## config.mk

```make
export PLATFORM = sky130hd
export DESIGN_NAME = qrs_sqrt_cell
export DESIGN_NICKNAME = d
export VERILOG_FILES = /design/src/hw/rtl/qrs_sqrt_cell.sv
export SDC_FILE = /design/constraint.sdc
export NUM_CORES = 1
export LEC_CHECK = 0
export BUFFER_PORTS_ARGS = -buffer_cell sky130_fd_sc_hd__buf_2
export CAP_MARGIN = 20
export CORE_AREA = 5 5 143 145
export CTS_BUF_LIST = sky130_fd_sc_hd__clkbuf_16
export DETAILED_ROUTE_END_ITERATION = 6
export DIE_AREA = 0 0 148 150
export GPL_ROUTABILITY_DRIVEN = 0
export GPL_TIMING_DRIVEN = 0
export PLACE_DENSITY = 0.75
export SYNTH_ARGS = -nofsm -noshare
export SYNTH_HDL_FRONTEND = slang
export SYNTH_SLANG_ARGS = --single-unit
```

## constraint.sdc

```tcl
create_clock -name clk -period 1.05 [get_ports clk]
set_clock_uncertainty 0.15 [all_clocks]
set_input_delay 0.1575 -clock clk [delete_from_list [all_inputs] [get_ports clk]]
set_output_delay 0.1575 -clock clk [all_outputs]
set_load 0.05 [all_outputs]
```

## src/hw/rtl/qrs_sqrt_cell.sv

```systemverilog
// One square root cell: settles one root bit from the next pair of radicand bits.
`default_nettype none

module qrs_sqrt_cell #(
	parameter int SW     = 33,
	parameter int SIDE_W = 51
) (
	input  wire logic              clk,
	input  wire logic              arst_n,
	input  wire logic              en,
	input  wire logic              vld_i,
	input  wire logic [2*SW-1:0]   x_i,
	input  wire logic [SW+1:0]     rem_i,
	input  wire logic [SW-1:0]     root_i,
	input  wire logic [SIDE_W-1:0] side_i,
	output logic                   vld_o,
	output logic [2*SW-1:0]        x_o,
	output logic [SW+1:0]          rem_o,
	output logic [SW-1:0]          root_o,
	output logic [SIDE_W-1:0]      side_o
);

	localparam int XW = 2 * SW;
	localparam int RW = SW + 2;

	logic [RW+1:0] rem_wide;
	logic [RW+1:0] trial;
	logic          fits;

	assign rem_wide = {rem_i, x_i[XW-1:XW-2]};
	assign trial    = (RW+2)'({root_i, 2'b01});
	assign fits     = rem_wide >= trial;

	always_ff @(posedge clk or negedge arst_n) begin
		if (!arst_n) begin
			vld_o <= 1'b0;
		end else if (en) begin
			vld_o <= vld_i;
		end
	end

	always_ff @(posedge clk) begin
		if (en) begin
			x_o    <= {x_i[XW-3:0], 2'b00};
			rem_o  <= fits ? RW'(rem_wide - trial) : RW'(rem_wide);
			root_o <= {root_i[SW-2:0], fits};
			side_o <= side_i;
		end
	end

endmodule

`default_nettype wire

```

======== Word level (Yosys, flattened, before mapping) ========
Index checks and enable logic that the tools add are counted.
word-level totals
  flip-flop bits (word level) ............. 184
  input bits .............................. 189
  logic and storage cells ................. 8
cells by class
  add/sub/neg operators ................... 1
  magnitude comparators ................... 1
  muxes and demuxes ....................... 1
operators by type and width
  cell                            count
  >= comparator 37 x 35 -> 1 bit  1
  two-way mux 35 bit              1
  subtractor 35 bit               1

======== Longest topological paths before layout ========
  word-level depth ........................ 2
  gate-level depth with buffers ........... 13
  depth with buffers taken out ............ 10

======== Worst setup path after synthesis ========
OpenSTA, ideal clock, no wires.
  kind .................................... in2reg
  start point ............................. input root_i[4]
  end point ............................... register rem_o[10], data pin
  arrival time ............................ 2480 ps
  data required time ...................... 640 ps
  slack ................................... -1840 ps
  cell stages on the path ................. 12
  path buffers ............................ 2
  cells stage by stage .................... inv_1 -> ha_1 -> o21a_1 -> o211ai_2 -> a311oi_1 -> nor4_2 -> a2111oi_2 -> o21a_2 -> o211a_1 -> buf_6 -> buf_12 -> mux2_4
on the way
  cells in the longest elaborated chain, start to end .. 2
  elaborated cells between the ends (all ways) .. 3
  those cells by class .................... add/sub (1); order compare (1); mux (1)
ends and longest elaborated chain
  what                                                                 line    source
  from (decl)                                                          14      input wire logic [SW-1:0] root_i,
  subtractor 35 bit or >= comparator 37 x 35 -> 1 bit (tied branches)  45, 32
  two-way mux 35 bit *                                                 45      rem_o <= fits ? RW'(rem_wide - trial) : RW'(rem_wide);
  to (signal assigned)                                                 45
  to (decl)                                                            18      output logic [SW+1:0] rem_o,
Every way passes the cells marked *; elsewhere a longest branch is shown, timed or not.
A chain may end at the register's enable or synchronous reset.

======== Worst setup path in the final report ========
  start point ............................. input root_i[0]
  end point ............................... register rem_o[14], data pin
The elaborated chain is that of the path after synthesis.

==> impl_metrics.py <==
metrics = {
    "placement": {
        "port_buffers": 372,
        "hpwl_mm": 18.2,
        "dpl-instance-area_mm2": 0.0106,
    },
    "timing": {
        "fin_crit_sh_pct": 245,
        "rsz0062_at_grt": "yes",
        "maxSlewViolCount": 0,
        "hold_slack_ns": -0.0782,
        "hold_violations": 71,
        "setup_tns_ns": -99.89,
        "finalSetupViolCount": 220,
        "max_freq_mhz": 389,
        "layout_setup_ws_ns": -1.52,
        "period_needed_ns": 2.57,
    },
    "logic_synthesis": {
        "yosys.area.top_type": "edfxtp_1",
        "ys_seq_elements": 184,
        "synth_cells": 541,
        "ys.flop_type": "edfxtp_1",
        "synthDistinctLibCells": 58,
        "ys_warn_count": 0,
        "ys_seq_area_share_pct": 67.4,
        "synth.area.top_cells": "edfxtp_1 (67%), ha_1 (5.3%), mux2_4 (4.6%)",
        "synth_edf_count": 183,
        "async_flop_share_pct": 0.543,
        "synth_top_area_share_pct": 67.1,
        "syn_avg_cell_area_um2": 15.1,
        "syn-cell-area_mm2": 0.00819,
    },
    "worst_setup_path": {
        "crit_start": "root_i[0]",
        "critPathArrivalTime_ns": 2.60,
        "r2r-start": "vld_o$_DFFE_PN0P_",
        "path_max_fanout": 6,
        "critPathRequiredTime_ns": 1.07,
        "end_kind": "flip-flop",
        "start_kind": "input port",
        "setup.worst_path.class": "input port to flip-flop",
    },
    "hold_path": {
        "min_from": "rem_i[26]",
        "hp-class": "input port to flip-flop",
    },
    "global_route": {
        "grt_overflow": 0,
        "grt_max_degree": 91,
        "track_usage_pct": 26.9,
        "antenna_found_initial": 4,
        "grt_first_pass_wirelength_mm": 44.9,
        "grt_pass1_vias": 7458,
    },
    "cells_and_area": {
        "syn2layout_area_growth_pct": 78.7,
        "drive_gt1_share_pct": 45.9,
        "fin_nets": 1359,
        "final_area_mm2": 0.0146,
    },
    "power": {
        "vdd_drop_max_uv": 1060,
        "power.total_mw": 23.5,
        "p_leak_nw": 6.43,
        "powerDensity_mw_per_mm2": 1610,
    },
    "die": {
        "coreArea_mm2": 0.0191,
        "die_area_mm2": 0.0222,
        "die_w_um": 148,
        "num_io_pins": 375,
        "fp-row-count": 51,
        "initial_core_util_pct": 42.9,
        "die_y_um": 150,
    },
    "clock_network": {
        "cts_buffer_depth": 2,
        "cts_tree": "built",
        "cts_buffers": 17,
        "clockRootBuffer": "clkbuf_16",
        "clk_latency_ns": 0.42,
        "cts-htree-levels": 4,
        "cts_sinks": 184,
        "cts.clk_slew.worst_paths_ns": 0.07,
        "cts_hold_buf": 179,
    },
    "route": {
        "dr.pass1.iters": 5,
        "wl_per_cell_um": 22.5,
        "drt_drc_violations_left": 0,
        "drt_iter0_markers": 487,
        "vias": 7113,
        "wirelength_mm": 31.2,
        "viasPerCell": 5.12,
        "ant_nets": 0,
    },
    "run_status": {
        "status": "complete, but fails checks",
        "failed_checks": "negative hold slack, negative setup slack",
    },
    "run": {
        "drv_cap": 0,
    },
}
-- through the flow --
| step | hold WS [ns] | worst slack (ns) | utilization [%] | cells |
|---|---|---|---|---|
| after floorplan | -0.288 | -1.63 | - | 542 |
| after global placement | -0.217 | -2.72 | 55.2 | 1152 |
| after detailed placement | -0.214 | -2.25 | 55.4 | 1153 |
| after CTS | -0.0941 | -1.62 | 76.0 | 1382 |
| after global routing | -0.0877 | -1.62 | 76.7 | 1389 |
| final | -0.0782 | -1.52 | 76.7 | 1389 |
-- layout make-up --
cell class | count | area, µm²
Clock buffer | 17 | 425
Sequential cell | 184 | 5520
Clock inverter | 15 | 151
Antenna cell | 3 | 7.51
Buffer | 12 | 134
Multi-Input combinational cell | 299 | 2700
Timing Repair Buffer | 580 | 5220
Inverter | 41 | 181
Tap cell | 238 | 298
Fill cell | 1040 | 4440
-- registers in the layout (all words and copies together) (netlist names) --
| signal | count |
|---|---|
| rem_o | 35 |
| root_o | 33 |
| side_o | 51 |
| vld_o | 1 |
| x_o | 64 |
-- cell usage after synthesis (3+ instances only) --
| cell | instances |
|---|---|
| nor2b_1 | 4 |
| a21o_1 | 26 |
| nand4_1 | 8 |
| nand3_1 | 9 |
| nor2_1 | 22 |
| o21a_1 | 3 |
| and3_1 | 4 |
| clkbuf_1 | 10 |
| mux2_2 | 7 |
| inv_1 | 41 |
| xnor2_1 | 19 |
| buf_12 | 3 |
| a31o_2 | 3 |
| mux2i_1 | 3 |
| a21oi_1 | 30 |
| ha_1 | 35 |
| o221ai_1 | 4 |
| mux2_4 | 25 |
| o21ai_0 | 12 |
| nand2_1 | 25 |
| o21bai_1 | 3 |
| xor2_1 | 14 |
| edfxtp_1 | 183 |
-- worst max-delay path: stages --
cell and delay [ns]:
buf_12 0.09, inv_12 0.03, ha_4 0.25, o21a_1 0.17
o211ai_2 0.15, a311oi_4 0.36, nor4_4 0.10, a2111oi_4 0.34
o21a_2 0.18, o211a_1 0.16, buf_8 0.16, clkbuf_16 0.16
mux2_4 0.29
-- routing by layer --
layer  vias up  track usage (%)  part of all wire, %
met1      3492             31.4                   38
met2       323             48.9                   53
li1       3242                -                    -
met3        54             7.27                  6.9
met5         -                0                0.022
met4         2             7.53                  2.3
-- worst paths after layout --
| path | slack (ns) | depth (start not counted) | end |
|---|---|---|---|
| worst min register to register | 0.42 | 1 | vld_o$_DFFE_PN0P_ |
| worst min-delay path | -0.08 | 2 | rem_o[28]$_DFFE_PP_ |
| worst max-delay path | -1.52 | 13 | rem_o[14]$_DFFE_PP_ |
| max in group asynchronous | 0.15 | 3 | vld_o$_DFFE_PN0P_ |
| worst max register to register | 0.09 | 1 | vld_o$_DFFE_PN0P_ |
| min in group asynchronous | 0.47 | 3 | vld_o$_DFFE_PN0P_ |
-- repair_timing --
item                                    CTS  global route
endpoints found under the setup margin  316           258
hold endpoints to repair                184            94
cloned                                    2             2
gates resized for setup                 410            22
setup buffers                            16             9
pin swaps                                12            16
-- logic make-up (layout without fill, tap and decap cells) --
group	Yosys count	count (layout)	synth area share [%]
AOI/OAI and AO/OA	107	107	9.13
adders and majority gates	35	35	5.34
and+or+nand+nor	87	87	5.18
DFF	184	184	67.4
buffers and inverters	59	665	3.50
other	1	5	0.0458
muxes	35	35	5.91
xor gates and xnor gates	33	33	3.53
-- power by group --
part / leakage (nW) / switching, mW / internal, mW
clock network: 0.288 / 3.17 / 3.19
registers: 1.80 / 0.391 / 8.95
logic: 4.34 / 4.51 / 3.32
total: 6.43 / 8.07 / 15.5
-- cell usage in the layout, fill, tap and decap left out, drive strengths merged, types with 22 or more instances in the layout --
cell type    instances
buf                405
edfxtp             183
dlygate4sd3        179
inv                 51
ha                  35
mux2                32
a21oi               30
a21o                26
nand2               25
clkbuf              24
nor2                22
Note: power is estimated with default switching activity, not from simulation.
