<file path="src/hw/rtl/qrs_div_cell.sv">
// One divider cell: settles one quotient bit in each of the two division lanes.
`default_nettype none

module qrs_div_cell #(
	parameter int NW     = 34,
	parameter int DNW    = 17,
	parameter int SIDE_W = 5
) (
	input  wire logic              clk,
	input  wire logic              arst_n,
	input  wire logic              en,
	input  wire logic              vld_i,
	input  wire logic [NW-1:0]     num1_i,
	input  wire logic [NW-1:0]     num2_i,
	input  wire logic [DNW-1:0]    den1_i,
	input  wire logic [DNW-1:0]    den2_i,
	input  wire logic [DNW-1:0]    rem1_i,
	input  wire logic [DNW-1:0]    rem2_i,
	input  wire logic [NW-1:0]     quo1_i,
	input  wire logic [NW-1:0]     quo2_i,
	input  wire logic [SIDE_W-1:0] side_i,
	output logic                   vld_o,
	output logic [NW-1:0]          num1_o,
	output logic [NW-1:0]          num2_o,
	output logic [DNW-1:0]         den1_o,
	output logic [DNW-1:0]         den2_o,
	output logic [DNW-1:0]         rem1_o,
	output logic [DNW-1:0]         rem2_o,
	output logic [NW-1:0]          quo1_o,
	output logic [NW-1:0]          quo2_o,
	output logic [SIDE_W-1:0]      side_o
);

	logic [DNW:0] part1;
	logic [DNW:0] part2;
	logic         fit1;
	logic         fit2;

	assign part1 = {rem1_i, num1_i[NW-1]};
	assign part2 = {rem2_i, num2_i[NW-1]};
	assign fit1  = part1 >= {1'b0, den1_i};
	assign fit2  = part2 >= {1'b0, den2_i};

	always_ff @(posedge clk or negedge arst_n) begin
		if (!arst_n) begin
			vld_o <= 1'b0;
		end else if (en) begin
			vld_o <= vld_i;
		end
	end

	always_ff @(posedge clk) begin
		if (en) begin
			num1_o <= {num1_i[NW-2:0], 1'b0};
			num2_o <= {num2_i[NW-2:0], 1'b0};
			den1_o <= den1_i;
			den2_o <= den2_i;
			rem1_o <= fit1 ? DNW'(part1 - {1'b0, den1_i}) : DNW'(part1);
			rem2_o <= fit2 ? DNW'(part2 - {1'b0, den2_i}) : DNW'(part2);
			quo1_o <= {quo1_i[NW-2:0], fit1};
			quo2_o <= {quo2_i[NW-2:0], fit2};
			side_o <= side_i;
		end
	end

endmodule

`default_nettype wire

</file>
<file path="config.mk">
export PLATFORM = sky130hd
export DESIGN_NAME = qrs_div_cell
export DESIGN_NICKNAME = d
export VERILOG_FILES = /design/src/hw/rtl/qrs_div_cell.sv
export SDC_FILE = /design/constraint.sdc
export NUM_CORES = 1
export LEC_CHECK = 0
export BUFFER_PORTS_ARGS = -buffer_cell sky130_fd_sc_hd__buf_2
export CORE_AREA = 3 3 162 164
export DETAILED_ROUTE_END_ITERATION = 8
export DIE_AREA = 0 0 165 167
export GPL_ROUTABILITY_DRIVEN = 0
export HOLD_SLACK_MARGIN = 0.08
export PLACE_DENSITY = 0.66
export RECOVER_POWER = 50
export SYNTH_ARGS = -nofsm -noshare
export SYNTH_HDL_FRONTEND = slang
export SYNTH_SLANG_ARGS = --single-unit
</file>
<file path="constraint.sdc">
create_clock -name clk -period 1.2 [get_ports clk]
set_clock_uncertainty 0.05 [all_clocks]
set_input_delay 0.18 -clock clk [delete_from_list [all_inputs] [get_ports clk]]
set_output_delay 0.18 -clock clk [all_outputs]
set_load 0.01 [all_outputs]
</file>
Word level (Yosys, flattened, before mapping)
Cells that the tools add are included.
{"block": "totals", "word_cells": 16, "regBits": 208, "out_inout_bits": 210, "in_bits": 213}
{"block": "classes", "n_lt_le_gt_ge": 2, "n_mux": 2, "add_sub_neg": 2}
{"operator": "$ge 18x17->1", "count": 2}
{"operator": "$mux 17", "count": 2}
{"operator": "$sub 17x17->17", "count": 2}

Depth between registers and ports, before layout
Gate-level depths: netlist (run 1).
{"block": "logic_depth", "depth_word": 2, "mapped_depth": 13, "mapped_depth_nobuf": 11}

Least setup slack after synthesis (run 1)
OpenSTA, ideal clock, no wires.
{"block": "synth_timing", "path_kind": "in2reg", "startpoint": "input port num1_i[33]", "endpoint": "register rem1_o[10], data pin", "arrival_ns": 2.493, "cell_stages": 13, "required_ns": 0.890, "slack_ns": -1.603, "setup_time_ns": 0.260, "n_path_buf": 2, "cell_sequence": "inv_1 -> ha_1 -> inv_1 -> fa_1 -> a21o_1 -> a31oi_1 -> nor3_1 -> or4_4 -> buf_6 -> nand2_4 -> inv_4 -> buf_8 -> mux2_4"}
{"block": "synth_via", "elab_chain_cells": 2, "word_cells_on_any_way": 3, "classes_between": "add/sub: 1; order compare: 1; mux: 1"}
{"item": "start: declaration", "line_no": "13", "rtl": "input wire logic [NW-1:0] num1_i,"}
{"item": "$ge 18x17->1", "line_no": "41", "rtl": "assign fit1 = part1 >= {1'b0, den1_i};"}
{"item": "named net fit1", "line_no": "36", "rtl": "logic fit1;"}
{"item": "$mux 17", "line_no": "58", "rtl": "rem1_o <= fit1 ? DNW'(part1 - {1'b0, den1_i}) : DNW'(part1);"}
{"item": "end signal: assignment", "line_no": "58"}
{"item": "end: declaration", "line_no": "27", "rtl": "output logic [DNW-1:0] rem1_o,"}
The timed path passes the listed nets, and every way through them passes these cells.
A chain may end at the register's enable or synchronous reset.

Worst setup path after layout (run 1)
{"block": "layout_timing", "startpoint": "input port num1_i[33]", "endpoint": "register rem1_o[15], data pin"}
{"block": "layout_via", "elab_chain_cells": 2, "word_cells_on_any_way": 3, "classes_between": "add/sub: 1; order compare: 1; mux: 1"}
{"item": "$sub 17x17->17 / $ge 18x17->1 (equally long branches)", "line_no": "58, 41"}
{"item": "$mux 17 *", "line_no": "58"}
Every way passes the cells marked *; elsewhere a longest branch is shown, timed or not.

==> results of run 1 <==
==> report_power, final <==
part	switching [mW]	internal, mW
Combinational	2.22	2.46
Sequential	0.209	8.80
Clock	2.86	4.19
Total	5.29	15.5
==> placed cells by master (no fill, tap or decap), types with 4 or more instances in the layout <==
| cell type | synthesis | layout |
|---|---|---|
| inv_1 | 44 | 39 |
| mux2_2 | 20 | 20 |
| nor2_1 | 10 | 10 |
| o21ai_0 | 23 | 18 |
| nand3_1 | 7 | 5 |
| a21oi_1 | 38 | 27 |
| edfxtp_1 | 207 | 207 |
| ha_4 | 0 | 7 |
| a21oi_2 | 0 | 8 |
| o21a_1 | 4 | 4 |
| clkinv_2 | 0 | 4 |
| xnor2_1 | 15 | 15 |
| xor2_1 | 7 | 7 |
| buf_12 | 0 | 10 |
| clkbuf_16 | 0 | 23 |
| buf_6 | 2 | 30 |
| a21o_1 | 15 | 15 |
| o21bai_1 | 4 | 4 |
| dlygate4sd3_1 | 0 | 207 |
| nand2_1 | 19 | 18 |
| ha_1 | 34 | 27 |
| o211ai_1 | 5 | 5 |
| buf_2 | 2 | 352 |
| buf_4 | 2 | 125 |
| clkbuf_1 | 7 | 47 |
| nor2b_1 | 6 | 5 |
| clkinv_1 | 0 | 5 |
| nand4_1 | 4 | 4 |
==> per-layer routing <==
layer | share of wire (%) | vias to the layer above
met2 | 52 | 313
met1 | 37 | 3702
met3 | 6.3 | 82
met5 | 0 | -
li1 | - | 3668
met4 | 4.4 | 0
==> worst max-delay path by stage <==
| stage | from | to | slack [ns] | cells past startpoint |
|---|---|---|---|---|
| global placement | num1_i[33] | rem1_o[9] | -1.43 | 12 |
| detailed placement | num1_i[33] | rem1_o[15] | -1.47 | 12 |
| floorplan | num1_i[33] | rem1_o[10] | -1.43 | 13 |
| finish | num1_i[33] | rem1_o[15] | -0.87 | 12 |
| global route | num1_i[33] | rem1_o[3] | -0.93 | 13 |
| CTS | num1_i[33] | rem1_o[15] | -0.80 | 12 |
==> critical path, stage by stage <==
cell     delay (ns)
buf_12         0.11
inv_12         0.04
ha_4           0.13
inv_2          0.03
fa_2           0.33
a21o_1         0.20
a31oi_4        0.21
nor3_4         0.06
or4_4          0.53
nand2_8        0.12
inv_8          0.05
mux2_4         0.29
==> kinds of logic after synthesis <==
logic type / after synthesis / share of synthesized area [%]
AOI/OAI and AO/OA: 123 / 9.48
xor gates and xnor gates: 22 / 2.23
adders and majority gates: 36 / 5.38
buffers and inverters: 59 / 3.01
DFF: 208 / 72.2
muxes: 25 / 3.36
other: 1 / 0.0434
and+or+nand+nor: 70 / 4.30
==> registers in the layout (all words and copies together), names as in the netlist <==
signal,flops
quo1_o,34
quo2_o,34
num1_o,33
num2_o,33
den1_o,17
den2_o,17
rem1_o,17
rem2_o,17
side_o,5
vld_o,1
==> cell type report <==
type	instances	area [sq um]	area share [%]
Sequential cell	208	6240	40.0
Timing Repair Buffer	772	5510	35.3
Multi-Input combinational cell	278	2460	15.8
Clock buffer	27	591	3.79
Tap cell	330	413	2.65
Inverter	45	201	1.29
Clock inverter	15	164	1.05
Timing Repair inverter	1	11.3	0.0722
Antenna cell	3	7.51	0.0481
==> timing repair <==
item | 4_1_cts | 5_1_grt
hold endpoints to repair | 211 | 0
gates resized for setup | 57 | 49
endpoints found under the setup margin | 244 | 244
setup buffers | 13 | 6
pin swaps | 17 | 15
hold buffers | 207 | 0
cloned | 2 | 0
==> reports/results.ini, run 1 <==
[sta]
period_minus_slack_ns=2.07
layout_setup_ws_ns=-0.870
finalSetupTns_ns=-51.29
drv_slew=0
fin_crit_sh_pct=172
max_freq_ghz=0.483
hold_viol_final=0
finalSetupViolCount=440
hold_slack_ns=0.0856
rsz0062_at_grt=yes

[clock_tree]
insertion_delay_ns=0.52
cts_tree=yes
clkSinkCount=208
cts_root_buf=clkbuf_16
cts-buffers-inserted=23
clock_path_buffers=3
htree_num_levels=1
clk_pin_slew_worst_paths_ns=0.06

[grt]
grt_max_degree=26
grtUsageMet1_pct=23.6
grt_pass1_vias=8149
grtUsageMet2_pct=39.3
grt_use_met3_pct=4.80
grt_usage_pct=21.5
busiest_layer=met2
overflow=0
antenna_found_initial=3
grt_pass1_wl_um=45500

[hold_path]
min_from=rem1_i[11]
holdCritPathClass=input pin to flop
holdPathStages=4
hold_end=rem1_o[12]

[yosys]
ys.flop_type=edfxtp_1
yosysMostFrequentCell=edfxtp_1
syn-instance-count=544
synth-edff-count=207
synth_area_per_cell_sq_um=15.9
synthTopCellsByCount=edfxtp_1 (207), inv_1 (44), a21oi_1 (38), ha_1 (34), o21ai_0 (23)
yosysUniqueCellTypes=60
synthTopCellsByArea=edfxtp_1 (72%), ha_1 (4.9%), mux2_2 (2.6%)
synth_area_leader_cell=edfxtp_1
synth_top_area_share_pct=71.9
synth-seq-area-share_pct=72.2
ys.warnings.count=0
synthArstFlopShare_pct=0.481
syn_area_sq_um=8640
synth-seq-cells=208

[final_layout]
drive_gt1_share_pct=47.0
final-instance-count-excl-fill=1679
final_util_pct=62.3
area_growth_pct=80.5
fill_cells=1839
finalInstanceArea_sq_um=15600
nNetsFinal=1578

[placed_design]
place_area_sq_um=12200
dp_hpwl_um=21500
place_ws_ns=-1.47
dpl.cell_count=1408
portBuffers=418

[die]
ios=423
fp.coreArea_sq_um=25000
rows=58
die_area_sq_um=27600
fp.dieH_um=167
dieWidth_um=165
start_util_pct=34.5

[detailed_routing]
post-route-drc-count=0
wire_per_inst_um=18.7
postRouteAntennaNets=0
drt_iter0_markers=407
via_count=7765
dr.pass1.iters=5
totalWireLength_um=31400
viasPerCell=4.62

[critical_path]
cp_max_fo=7
cp-start-kind=input pin
worstPathRequired_ns=1.42
r2r_slack_ns=0.38
crit_type=input pin to flop
r2r_cells=1
timing.rr.end=vld_o
worst_ep_arrival_time_ns=2.29
endpoint_kind=flop
rr_startpoint=vld_o

[flow_run]
maxCapViolCount=0

[power_and_ir_drop]
power_mw=20.7
power_density_nw_per_um2=1330
leakagePower_nw=6.80
peakVddDrop_uv=1030

[run_status]
violations=negative setup slack
status=complete, but fails checks

Note: power is estimated with default switching activity, not from simulation.
==> run 2: changes to the inputs <==
--- a/config.mk
+++ b/config.mk
@@ -9,7 +9,6 @@
 export CORE_AREA = 3 3 162 164
 export DETAILED_ROUTE_END_ITERATION = 8
 export DIE_AREA = 0 0 165 167
-export GPL_ROUTABILITY_DRIVEN = 0
 export HOLD_SLACK_MARGIN = 0.08
 export PLACE_DENSITY = 0.66
 export RECOVER_POWER = 50
==> constraint.sdc (replaced) <==
create_clock -name clk -period 1.2 [get_ports clk]
set_clock_uncertainty 0.05 [all_clocks]
set_input_delay 0.24 -clock clk [delete_from_list [all_inputs] [get_ports clk]]
set_output_delay 0.24 -clock clk [all_outputs]
set_load 0.01 [all_outputs]
==> run 2 against run 1 <==
The flow still finishes with violations (negative setup slack). Non-clock buffer count shrank 19. Utilization decreased by 0.93 points. Fmax down 2.0%. Worst hold slack improved by 0.032 ns. Via count down 1.2%. Count of clock-buffer cells in the layout shrank 1. Cell area is 1.5% lower. Sequential cell count did not move. Die area unchanged. Final cell count fell by 1.1%. Setup slack got worse by 0.042 ns. Sequential power is essentially flat. Largest cell class unchanged.
==> reports/results.ini, run 2 (synthesis results as in run 1) <==
[hold_path]
hold_end=rem1_o[10]
holdCritPathClass=input pin to flop
min_from=rem1_i[9]
holdPathStages=3

[clock_tree]
cts-buffers-inserted=23
clock_path_buffers=3
clkSinkCount=208
htree_num_levels=1
insertion_delay_ns=0.51
cts_root_buf=clkbuf_16
cts_tree=yes
clk_pin_slew_worst_paths_ns=0.06

[detailed_routing]
wire_per_inst_um=18.6
totalWireLength_um=30800
post-route-drc-count=0
dr.pass1.iters=4
viasPerCell=4.62
drt_iter0_markers=432
postRouteAntennaNets=0
via_count=7672

[die]
die_area_sq_um=27600
rows=58
fp.coreArea_sq_um=25000
dieWidth_um=165
start_util_pct=34.5
fp.dieH_um=167
ios=423

[final_layout]
fill_cells=1922
area_growth_pct=77.8
layout_commonest_cell=buf_2
largestRegisters=quo1_o (34), quo2_o (34)
final_cell_mix=buf_2 (400), edfxtp_1 (207), dlygate4sd3_1 (201)
final_util_pct=61.4
drive_gt1_share_pct=49.7
nNetsFinal=1559

[grt]
grt_max_degree=40
grtUsageMet2_pct=38.8
busiest_layer=met2
grt_pass1_vias=8075
grtUsageMet1_pct=24.0
antenna_found_initial=4
grt_usage_pct=21.0
grt_use_met3_pct=3.96
overflow=0
grt_pass1_wl_um=45100

[sta]
layout_setup_ws_ns=-0.912
finalSetupViolCount=244
tightest_slew_ns=0.698
rsz0062_at_grt=yes
finalSetupTns_ns=-53.54
hold_slack_ns=0.118
max_freq_ghz=0.474
period_minus_slack_ns=2.11
drv_slew=0
fin_crit_sh_pct=176
hold_viol_final=0
maxSlewHeadroom_pct=53.4

[critical_path]
crit_type=input pin to flop
crit_slowest_cell=or4_4
timing.rr.end=vld_o
r2r_cells=1
crit_buf_inv=4
path_delay_family=simple AND/OR/NAND/NOR gates
endpoint_kind=flop
cp-start-kind=input pin
crit_chain=buf_12 -> inv_12 -> ha_4 -> inv_2 -> fa_2 -> a21o_1 -> a31oi_4 -> nor3_4 -> or4_4 -> nand2_8 -> inv_8 -> mux2_4
r2r_slack_ns=0.41
worst_path_largest_cell_delay_ns=0.53
cp_max_fo=6
worst_ep_arrival_time_ns=2.33
rr_startpoint=vld_o
worstPathRequired_ns=1.42

[flow_run]
maxCapViolCount=0

[power_and_ir_drop]
peakVddDrop_uv=1220
power_density_nw_per_um2=1350
leakagePower_nw=6.81

[placed_design]
gp_congestion=0.919
place_ws_ns=-1.54
portBuffers=418
dp_hpwl_um=21100

[run_status]
violations=negative setup slack
status=complete, but fails checks

[run 2: cell count changes in the layout (fill, tap and decap cells not counted), sizes merged]
| cell | delta |
|---|---|
| clkbuf | -36 |
| buf | +22 |
| inv | +1 |
| bufinv | +1 |
| clkinvlp | -1 |
| dlygate4sd3 | -6 |
[run 2: area by class of cell]
class | count | area, sq um | area share [%]
Clock buffer | 26 | 587 | 3.82
Timing Repair inverter | 1 | 6.26 | 0.0407
Inverter | 45 | 201 | 1.31
Timing Repair Buffer | 753 | 5240 | 34.1
Tap cell | 330 | 413 | 2.69
Multi-Input combinational cell | 278 | 2470 | 16.1
Sequential cell | 208 | 6240 | 40.6
Antenna cell | 3 | 7.51 | 0.0488
Clock inverter | 16 | 199 | 1.29
[run 2: where the power goes]
group,internal (mW),switching (mW)
registers,8.80,0.194
clock network,4.42,2.90
logic,2.35,2.16
total,15.6,5.25
[run 2: what timing repair did]
item	in CTS	in global routing
endpoints found under the hold margin	199	1
setup endpoints to repair	244	244
pin swaps	14	14
setup buffers	9	6
hold buffers	200	1
gates cloned	2	0
gates resized for setup	41	59
[run 2: through the flow]
stage | std cells | instance area (sq um) | power [mW]
4_1_cts | 1653 | 15200 | 20.8
3_3_place_gp | 1400 | 12100 | 12.7
6_report | 1660 | 15400 | 20.8
5_1_grt | 1660 | 15400 | 21.7
3_5_place_dp | 1400 | 12100 | 12.7
2_1_floorplan | 545 | 8770 | 10.7
[run 2: how the worst max path moves through the flow]
stage | start | end | slack, ns | cells after the start
CTS | num1_i[33] | rem1_o[9] | -0.89 | 12
detailed placement | num1_i[33] | rem1_o[15] | -1.54 | 12
global placement | num1_i[33] | rem1_o[9] | -1.48 | 12
floorplan | num1_i[33] | rem1_o[10] | -1.49 | 13
finish | num1_i[33] | rem1_o[10] | -0.91 | 12
global route | num1_i[33] | rem1_o[1] | -0.95 | 12
[run 2: per-layer routing]
metal  up-vias  routed length, um
met2       305              16400
li1       3634                  -
met5         -                 13
met3        66               2010
met4         2               1000
met1      3665              11400
==> run 3: changes to the inputs <==
==> constraint.sdc (replaced) <==
create_clock -name clk -period 1.2 [get_ports clk]
set_clock_uncertainty 0.05 [all_clocks]
set_input_delay 0.24 -clock clk [delete_from_list [all_inputs] [get_ports clk]]
set_output_delay 0.24 -clock clk [all_outputs]
set_load 0.005 [all_outputs]
==> run 3 against run 2 <==
The flow still finishes with violations (negative setup slack). Critical endpoint unchanged. Register-to-register slack about the same. Setup slack lost 0.0014 ns. Largest cell class unchanged. Sequential cell count unchanged. Routed wire length fell by 0.36%. Via count grew 0.10%. Die area unchanged. Critical path type unchanged. First-iteration DRC count shrank 9.7%. Sequential power barely moved. Power down 1.6%.
==> reports/results.ini, run 3 (synthesis results as in run 1) <==
[run_status]
status=complete, but fails checks
violations=negative setup slack

[flow_run]
maxCapViolCount=0

[sta]
drv_slew=0
finalSetupViolCount=244
fin_crit_sh_pct=176
tightest_slew_ns=0.693
hold_slack_ns=0.121
layout_setup_ws_ns=-0.913
hold_viol_final=0
period_minus_slack_ns=2.11
maxSlewHeadroom_pct=53.8
max_freq_ghz=0.473
rsz0062_at_grt=yes

[detailed_routing]
viasPerCell=4.62
via_count=7680
postRouteAntennaNets=0
post-route-drc-count=0
totalWireLength_um=30700
wire_per_inst_um=18.5
drt_iter0_markers=390
dr.pass1.iters=4

[clock_tree]
cts-buffers-inserted=23
insertion_delay_ns=0.51
htree_num_levels=1
cts_root_buf=clkbuf_16
clkSinkCount=208
clk_pin_slew_worst_paths_ns=0.06
clock_path_buffers=3
cts_tree=yes

[critical_path]
path_delay_family=simple AND/OR/NAND/NOR gates
cp_max_fo=6
crit_slowest_cell=or4_4
crit_chain=buf_12 -> inv_12 -> ha_4 -> inv_2 -> fa_2 -> a21o_1 -> a31oi_4 -> nor3_4 -> or4_4 -> nand2_8 -> inv_8 -> mux2_4
crit_type=input pin to flop
cp-start-kind=input pin
endpoint_kind=flop
crit_buf_inv=4
worstPathRequired_ns=1.41
worst_path_largest_cell_delay_ns=0.53
worst_ep_arrival_time_ns=2.33

[power_and_ir_drop]
p_switching_mw=4.98
p_comb_share_pct=20.5
peakVddDrop_uv=1220
p_seq_share_pct=43.8
power_mw=20.5
power_density_nw_per_um2=1340
switching_share_pct=24.3
power_frac_clock_pct=35.7
leakagePower_nw=6.79
p_int_mw=15.5

[final_layout]
layout_commonest_cell=buf_2
drive_gt1_share_pct=49.8
largestRegisters=quo1_o (34), quo2_o (34)
nNetsFinal=1560
final_util_pct=61.0
fill_cells=1932
finalInstanceArea_sq_um=15300
area_growth_pct=76.8
final_cell_mix=buf_2 (414), edfxtp_1 (207), dlygate4sd3_1 (201)

[grt]
grt_pass1_vias=8087
grt_use_met3_pct=3.68
antenna_found_initial=4
grt_pass1_wl_um=45100
busiest_layer=met2
grtUsageMet2_pct=38.7
grt_max_degree=40
grt_usage_pct=21.0
grtUsageMet1_pct=24.1
overflow=0

[die]
rows=58
dieWidth_um=165
fp.coreArea_sq_um=25000
die_area_sq_um=27600
ios=423
fp.dieH_um=167
start_util_pct=34.5

[placed_design]
gp_congestion=0.919
dp_hpwl_um=21100
place_area_sq_um=12100
portBuffers=418
place_ws_ns=-1.54

[hold_path]
holdCritPathClass=input pin to flop

[run 3: cell count changes in the layout (fill, tap and decap cells not counted), sizes merged]
cell	previous run	this run
buf	540	541
[run 3: metrics by stage]
step           instances  TNS (ns)
3_5_place_dp        1400    -49.99
2_1_floorplan        545    -41.55
3_3_place_gp        1400    -48.46
5_1_grt             1661    -60.96
4_1_cts             1653    -55.99
6_report            1661    -49.03
[run 3: power groups by stage]
stage	clock, mW	combinational [mW]	sequential, mW
after global routing	7.79	4.52	9.04
after global placement	0	3.31	9.09
after detailed placement	0	3.35	9.11
final	7.31	4.19	8.98
after floorplan	0	1.24	9.22
after CTS	7.52	4.02	8.97
[run 3: cell type report]
| cell class | instances | area [sq um] | share of cell area, % |
|---|---|---|---|
| Sequential cell | 208 | 6240 | 40.8 |
| Multi-Input combinational cell | 278 | 2470 | 16.2 |
| Clock buffer | 26 | 587 | 3.84 |
| Clock inverter | 16 | 199 | 1.30 |
| Inverter | 45 | 201 | 1.32 |
| Tap cell | 330 | 413 | 2.70 |
| Antenna cell | 3 | 7.51 | 0.0491 |
| Timing Repair inverter | 1 | 6.26 | 0.0409 |
| Timing Repair Buffer | 754 | 5160 | 33.8 |
[run 3: worst paths after layout]
check | slack [ns] | to | cells past startpoint | startpoint
min reg2reg | 0.46 | vld_o | 1 | vld_o
max in group asynchronous | 0.47 | vld_o | 3 | arst_n
max reg2reg | 0.41 | vld_o | 1 | vld_o
min | 0.12 | rem1_o[10] | 3 | rem1_i[9]
max | -0.91 | rem1_o[10] | 12 | num1_i[33]
min in group asynchronous | 0.52 | vld_o | 3 | arst_n
[run 3: tightest hold or removal path, cell delays in order]
cell	delay, ns
buf_2	0.11
buf_4	0.11
mux2_4	0.12
[run 3: what timing repair did]
item	4_1_cts	5_1_grt
hold endpoints to repair	199	1
endpoints found under the setup margin	244	244
pin swaps	14	16
hold buffers	200	1
resized for setup	30	44
buffers inserted	9	7
gates cloned	2	0
[run 3: metal layers]
layer	share of wire, %	vias up	wire length (um)
met3	6.1	60	1870
li1	-	3632	-
met5	0.042	-	13
met4	3.4	2	1040
met2	53	300	16200
met1	38	3686	11600
